===== src/hdl/gtm_pkg.sv =====
// shared types and constants for the greedy threshold matcher
package gtm_pkg;

    localparam int DEF_MAX_ENTRIES = 1024;
    localparam int VALUE_W         = 16;
    localparam int COUNT_W         = 11;

    localparam logic OP_THRESHOLD = 1'b0;
    localparam logic OP_SUPPLY    = 1'b1;

    typedef struct packed {
        logic               operation;
        logic [VALUE_W-1:0] item_value;
        logic               last_item;
    } in_beat_t;

    typedef struct packed {
        logic [COUNT_W-1:0] match_count;
        logic               overflow;
    } out_beat_t;

    typedef enum logic [3:0] {
        ST_LOAD,
        ST_SORT_INIT,
        ST_KEY_RD,
        ST_KEY_LATCH,
        ST_CMP_RD,
        ST_CMP,
        ST_PLACE,
        ST_MATCH_INIT,
        ST_MATCH_RD,
        ST_MATCH_CMP,
        ST_FINISH
    } state_t;

    typedef struct packed {
        logic load;
        logic sel_sup;
        logic k_init;
        logic key_rd;
        logic key_latch;
        logic cmp_rd;
        logic shift;
        logic place;
        logic match_init;
        logic match_rd;
        logic match_step;
        logic finish;
    } cmd_t;

    typedef struct packed {
        logic k_done;
        logic pos_zero;
        logic gt;
        logic match_done;
        logic out_busy;
    } status_t;

endpackage


===== src/hdl/gtm_ctrl.sv =====
// controller state machine: load, insertion sort of both lists, greedy match
module gtm_ctrl (
    input  logic             aclk,
    input  logic             aresetn,
    input  logic             s_valid,
    output logic             s_ready,
    input  logic             last_item,
    input  gtm_pkg::status_t status,
    output gtm_pkg::cmd_t    cmd
);
    import gtm_pkg::*;

    state_t state_reg, state_next;
    logic   sel_reg, sel_next;

    always_ff @(posedge aclk) begin
        if (!aresetn) begin
            state_reg <= ST_LOAD;
            sel_reg   <= 1'b0;
        end else begin
            state_reg <= state_next;
            sel_reg   <= sel_next;
        end
    end

    always_comb begin
        state_next  = state_reg;
        sel_next    = sel_reg;
        cmd         = '0;
        cmd.sel_sup = sel_reg;
        s_ready     = 1'b0;
        case (state_reg)
            ST_LOAD: begin
                s_ready  = 1'b1;
                cmd.load = s_valid;
                if (s_valid && last_item) begin
                    sel_next   = 1'b0;
                    state_next = ST_SORT_INIT;
                end
            end
            ST_SORT_INIT: begin
                cmd.k_init = 1'b1;
                state_next = ST_KEY_RD;
            end
            ST_KEY_RD: begin
                if (status.k_done) begin
                    if (!sel_reg) begin
                        sel_next   = 1'b1;
                        state_next = ST_SORT_INIT;
                    end else begin
                        state_next = ST_MATCH_INIT;
                    end
                end else begin
                    cmd.key_rd = 1'b1;
                    state_next = ST_KEY_LATCH;
                end
            end
            ST_KEY_LATCH: begin
                cmd.key_latch = 1'b1;
                state_next    = ST_CMP_RD;
            end
            ST_CMP_RD: begin
                if (status.pos_zero) begin
                    state_next = ST_PLACE;
                end else begin
                    cmd.cmp_rd = 1'b1;
                    state_next = ST_CMP;
                end
            end
            ST_CMP: begin
                if (status.gt) begin
                    cmd.shift  = 1'b1;
                    state_next = ST_CMP_RD;
                end else begin
                    state_next = ST_PLACE;
                end
            end
            ST_PLACE: begin
                cmd.place  = 1'b1;
                state_next = ST_KEY_RD;
            end
            ST_MATCH_INIT: begin
                cmd.match_init = 1'b1;
                state_next     = ST_MATCH_RD;
            end
            ST_MATCH_RD: begin
                if (status.match_done) begin
                    state_next = ST_FINISH;
                end else begin
                    cmd.match_rd = 1'b1;
                    state_next   = ST_MATCH_CMP;
                end
            end
            ST_MATCH_CMP: begin
                cmd.match_step = 1'b1;
                state_next     = ST_MATCH_RD;
            end
            ST_FINISH: begin
                if (!status.out_busy) begin
                    cmd.finish = 1'b1;
                    state_next = ST_LOAD;
                end
            end
            default: begin
                state_next = ST_LOAD;
            end
        endcase
    end
endmodule


===== config.mk =====
export PLATFORM = sky130hd
export DESIGN_NAME = gtm_ctrl
export DESIGN_NICKNAME = d
export VERILOG_FILES = /design/src/hdl/gtm_pkg.sv /design/src/hdl/gtm_ctrl.sv
export SDC_FILE = /design/constraint.sdc
export NUM_CORES = 1
export LEC_CHECK = 0
export ABC_AREA = 1
export BUFFER_PORTS_ARGS = -buffer_cell sky130_fd_sc_hd__buf_2
export CAP_MARGIN = 20
export CORE_AREA = 2 2 39 41
export CTS_BUF_LIST = sky130_fd_sc_hd__clkbuf_8
export DETAILED_ROUTE_END_ITERATION = 12
export DIE_AREA = 0 0 41 43
export GPL_TIMING_DRIVEN = 0
export SLEW_MARGIN = 40
export SYNTH_ARGS = -nofsm -noshare
export SYNTH_HDL_FRONTEND = slang
export SYNTH_SLANG_ARGS = --single-unit

===== constraint.sdc =====
create_clock -name aclk -period 1.05 [get_ports aclk]
set_input_delay 0.21 -clock aclk [delete_from_list [all_inputs] [get_ports aclk]]
set_output_delay 0.21 -clock aclk [all_outputs]
set_load 0.02 [all_outputs]

* Word level (Yosys, flattened, before mapping) *
Index checks and enable logic that the tools add are counted.

word-level totals
  register bits = 5
  input bits = 9
  logic and storage cells = 50

operators by class
  equality and inequality tests = 13
  muxes and demuxes = 28
  reduce and logical (&&, ||, !) cells = 7

operators by type and width
  kind                number
  $pmux 4 s9          1
  $mux 1              19
  $eq 4x3->1 const B  4
  $eq 4x4->1 const B  3
  $eq 4x2->1 const B  2
  $mux 4              2
  $mux 2              3
  $mux 3              2
  $ne 2x2->1 const B  3
  $eq 4x1->1 const B  1
  $logic_not 4->1     1
  $reduce_or 2->1     2
  $reduce_and 3->1    1
  $pmux 1 s2          1
  $reduce_and 2->1    1
  $reduce_bool 2->1   1
  $logic_and 1x1->1   1

* Logic depth before layout (Yosys ltp) *
  word-level depth = 3
  gate-level depth with buffers = 8

* Worst setup path before layout *
Ideal clock, no wire load.

  path type = register to output
  start point = register state_reg[3]
  end point = output cmd[0] (netlist bit)
  arrival time = 1.270 ns
  required time = 0.840 ns
  setup slack = -0.430 ns
  cell stages (with the launch flop) = 5
  path buffers = 0
  cell sequence = dfxtp_1 > inv_2 > nor2_2 > inv_1 > nor4_1

RTL lines
  item                    RTL line        text
  from (decl)             gtm_ctrl.sv:13  state_t state_reg, state_next;
  from (signal assigned)  gtm_ctrl.sv:21  state_reg <= state_next;
  to (decl)               gtm_ctrl.sv:9   output gtm_pkg::cmd_t cmd

==> flow_summary.yaml <==
status:
  status: "finished, violations left"
  violations: "negative setup slack"
setup_path:
  cp.arrival_ps: 1150
  startpoint: "state_reg[0]"
  crit_chain: "nor2_4, inv_1, nor2_1, nand2_1, inv_2, buf_6"
  worst_path_max_delay_cell: "dfxtp_4"
  path_buf_inv: 3
  rrSetupSlack_ps: -200
  cp_data_required_time_ps: 840
  path_max_fanout: 5
  end_kind: "output port"
  critical-path-top-delay-family: "flip-flops"
  r2r_start: "state_reg[0]"
  startpoint_type: "flip-flop"
  criticalPathCategory: "reg2out"
  max_stage_delay_ps: 380
global_route:
  grt_usage_pct: 18.8
  antenna_found_initial: 0
  overflow: 0
  grt_pass1_wl_um: 2190
  grt_pass1_vias: 555
  grt_max_degree: 6
cts:
  clk_pin_slew_worst_paths_ps: 40
  cts-root-buf: "clkbuf_8"
  cts_buffers: 3
  cts_tree: "done"
  cts_buffer_depth: 2
  h-tree-depth: 1
  insertion_delay_ps: 220
  cts.sinks: 5
layout:
  drive_gt1_share_pct: 71.9
  fill_cells: 123
  syn_to_final_growth_pct: 125
  instances_no_fill: 130
  largest_register_ffs: 4
  antennaDiodeCount: 0
  nNetsFinal: 124
floorplanning:
  die_w_um: 41
  die-area_um2: 1760
  coreArea_um2: 1380
  start_util_pct: 31.6
  die_y_um: 43
  fp-row-count: 14
  num_io_pins: 22
drt:
  vias: 630
  avgRoutedWirePerCell_um: 12.9
  drtAntennaViolNets: 0
  vias_per_cell: 4.85
  drc: 0
  drtPass1Iterations: 4
  routed_wl_um: 1680
  drt_iter0_drc: 20
synthesis:
  yosys-top-cells-area: "dfxtp_1, nand2_1, inv_1, nor2_2, nand3_1"
  syn_area_um2: 437
  netlist.area_leader.share_pct: 22.9
  synth_most_common_cell: "nand2_1"
  synth_seq_area_share_pct: 22.9
  synthArstFlopShare_pct: 0
  syn_avg_cell_area_um2: 5.90
  synth_top_flop_cell: "dfxtp_1"
  synthesis.nets: 83
  synth_edf_count: 0
  synth_commonest_cells: "nand2_1, inv_1, nor2_1"
  synth_cell_types: 21
  ys_seq_elements: 5
  syn_inst: 74
  yosysWarnings: 0
  synth_top_cell_by_area: "dfxtp_1"
timing:
  timing_hold_violations_final: 0
  rsz0062_at_grt: "true"
  max_freq_mhz: 737
  finalSetupViolations: 16
  min_period_ps: 1360
  finalMaxSlewViolations: 0
  tightest_slew_ps: 233
  fin_crit_sh_pct: 129
  clock_skew_ps: 1.28
  maxSlewHeadroom_pct: 84.4
  setup_ws_ps: -306
min_path:
  worstHoldPathType: "in2reg"
  min_from: "aresetn"
place:
  dp_hpwl_um: 971
  gp_congestion: 0.666
  portBuffers: 21
  dp_cells: 111
run:
  drv_cap: 0
power:
  p_leak_nw: 0.482
  power.density_nw_per_um2: 1520
  vdd_drop_max_v: 0.00124
  finalPower_mw: 1.50
==> through the flow <==
stage | instance area (µm²) | setup TNS (ps) | worst slack (ps) | util (%) | hold WS, ps
after floorplan | 500 | -462 | -124 | - | 308
after global routing | 983 | -4490 | -366 | 71.1 | 231
final | 983 | -3630 | -306 | 71.1 | 212
after detailed placement | 626 | -2430 | -268 | 45.2 | 441
after CTS | 867 | -3480 | -310 | 62.7 | 207
after global placement | 626 | -2220 | -255 | 45.2 | 433
==> kinds of logic (layout without fill, tap and decap cells) <==
family | count (synthesis) | in the layout | synth area share (%)
AOI/OAI and AO/OA | 6 | 6 | 7.74
buffers and inverters | 20 | 60 | 18.6
DFF | 5 | 5 | 22.9
and+or+nand+nor | 43 | 43 | 50.7
==> placed cells by master (no fill, tap or decap), types with 4 or more instances in the layout <==
cell and instances:
nand2_2 6, buf_4 10, inv_1 9, nor2_1 5, nand2_1 9, nor2_4 9, buf_2 9, buf_6 17
dfxtp_4 4, inv_2 7
==> layout make-up <==
type / instances / area [µm²] / share of cell area (%)
multi-input cells: 49 / 387 / 39.3
repair buffers: 36 / 324 / 33.0
flip-flops and latches: 5 / 116 / 11.8
inverters: 19 / 83.8 / 8.52
clock buffers: 3 / 41.3 / 4.20
well taps: 16 / 20.0 / 2.04
plain buffers: 1 / 7.51 / 0.763
clock inverters: 1 / 3.75 / 0.382
==> power breakdown <==
group          internal (mW)  switching, mW  total, mW
combinational          0.415          0.446      0.861
clock                  0.251         0.0986      0.350
sequential             0.222         0.0641      0.286
total                  0.888          0.609       1.50
==> timing repair <==
item	CTS	global route
resized for setup	44	15
setup buffers	9	8
hold buffers	0	0
pin swaps	10	11
endpoints found under the setup margin	17	18
==> path summary, 6_finish.rpt <==
| check | depth (start not counted) | to |
|---|---|---|
| worst max register to register | 9 | state_reg[1] |
| worst min register to register | 2 | sel_reg |
| worst max-delay path | 6 | cmd[6] |
| worst min-delay path | 3 | state_reg[1] |
==> per-layer routing <==
| layer | vias to the layer above | routed length (µm) | GRT usage, % | share of wire [%] |
|---|---|---|---|---|
| li1 | 303 | - | - | - |
| met2 | 31 | 894 | 31.3 | 53 |
| met1 | 288 | 612 | 20.3 | 36 |
| met4 | 0 | 52 | 12.0 | 3.1 |
| met3 | 8 | 118 | 3.14 | 7.0 |
| met5 | - | 0 | 0 | 0 |
==> worst reg2reg max path, cell delays in order, from the launching register on <==
cell     delay, ps
dfxtp_4        420
inv_4           80
nor2_4         130
nand2_2         80
buf_4          140
nor2_1         100
nor2_1          50
nand3_1         90
nand2_1         60
inv_1           40
No activity file was read; power rests on OpenSTA's default activity.
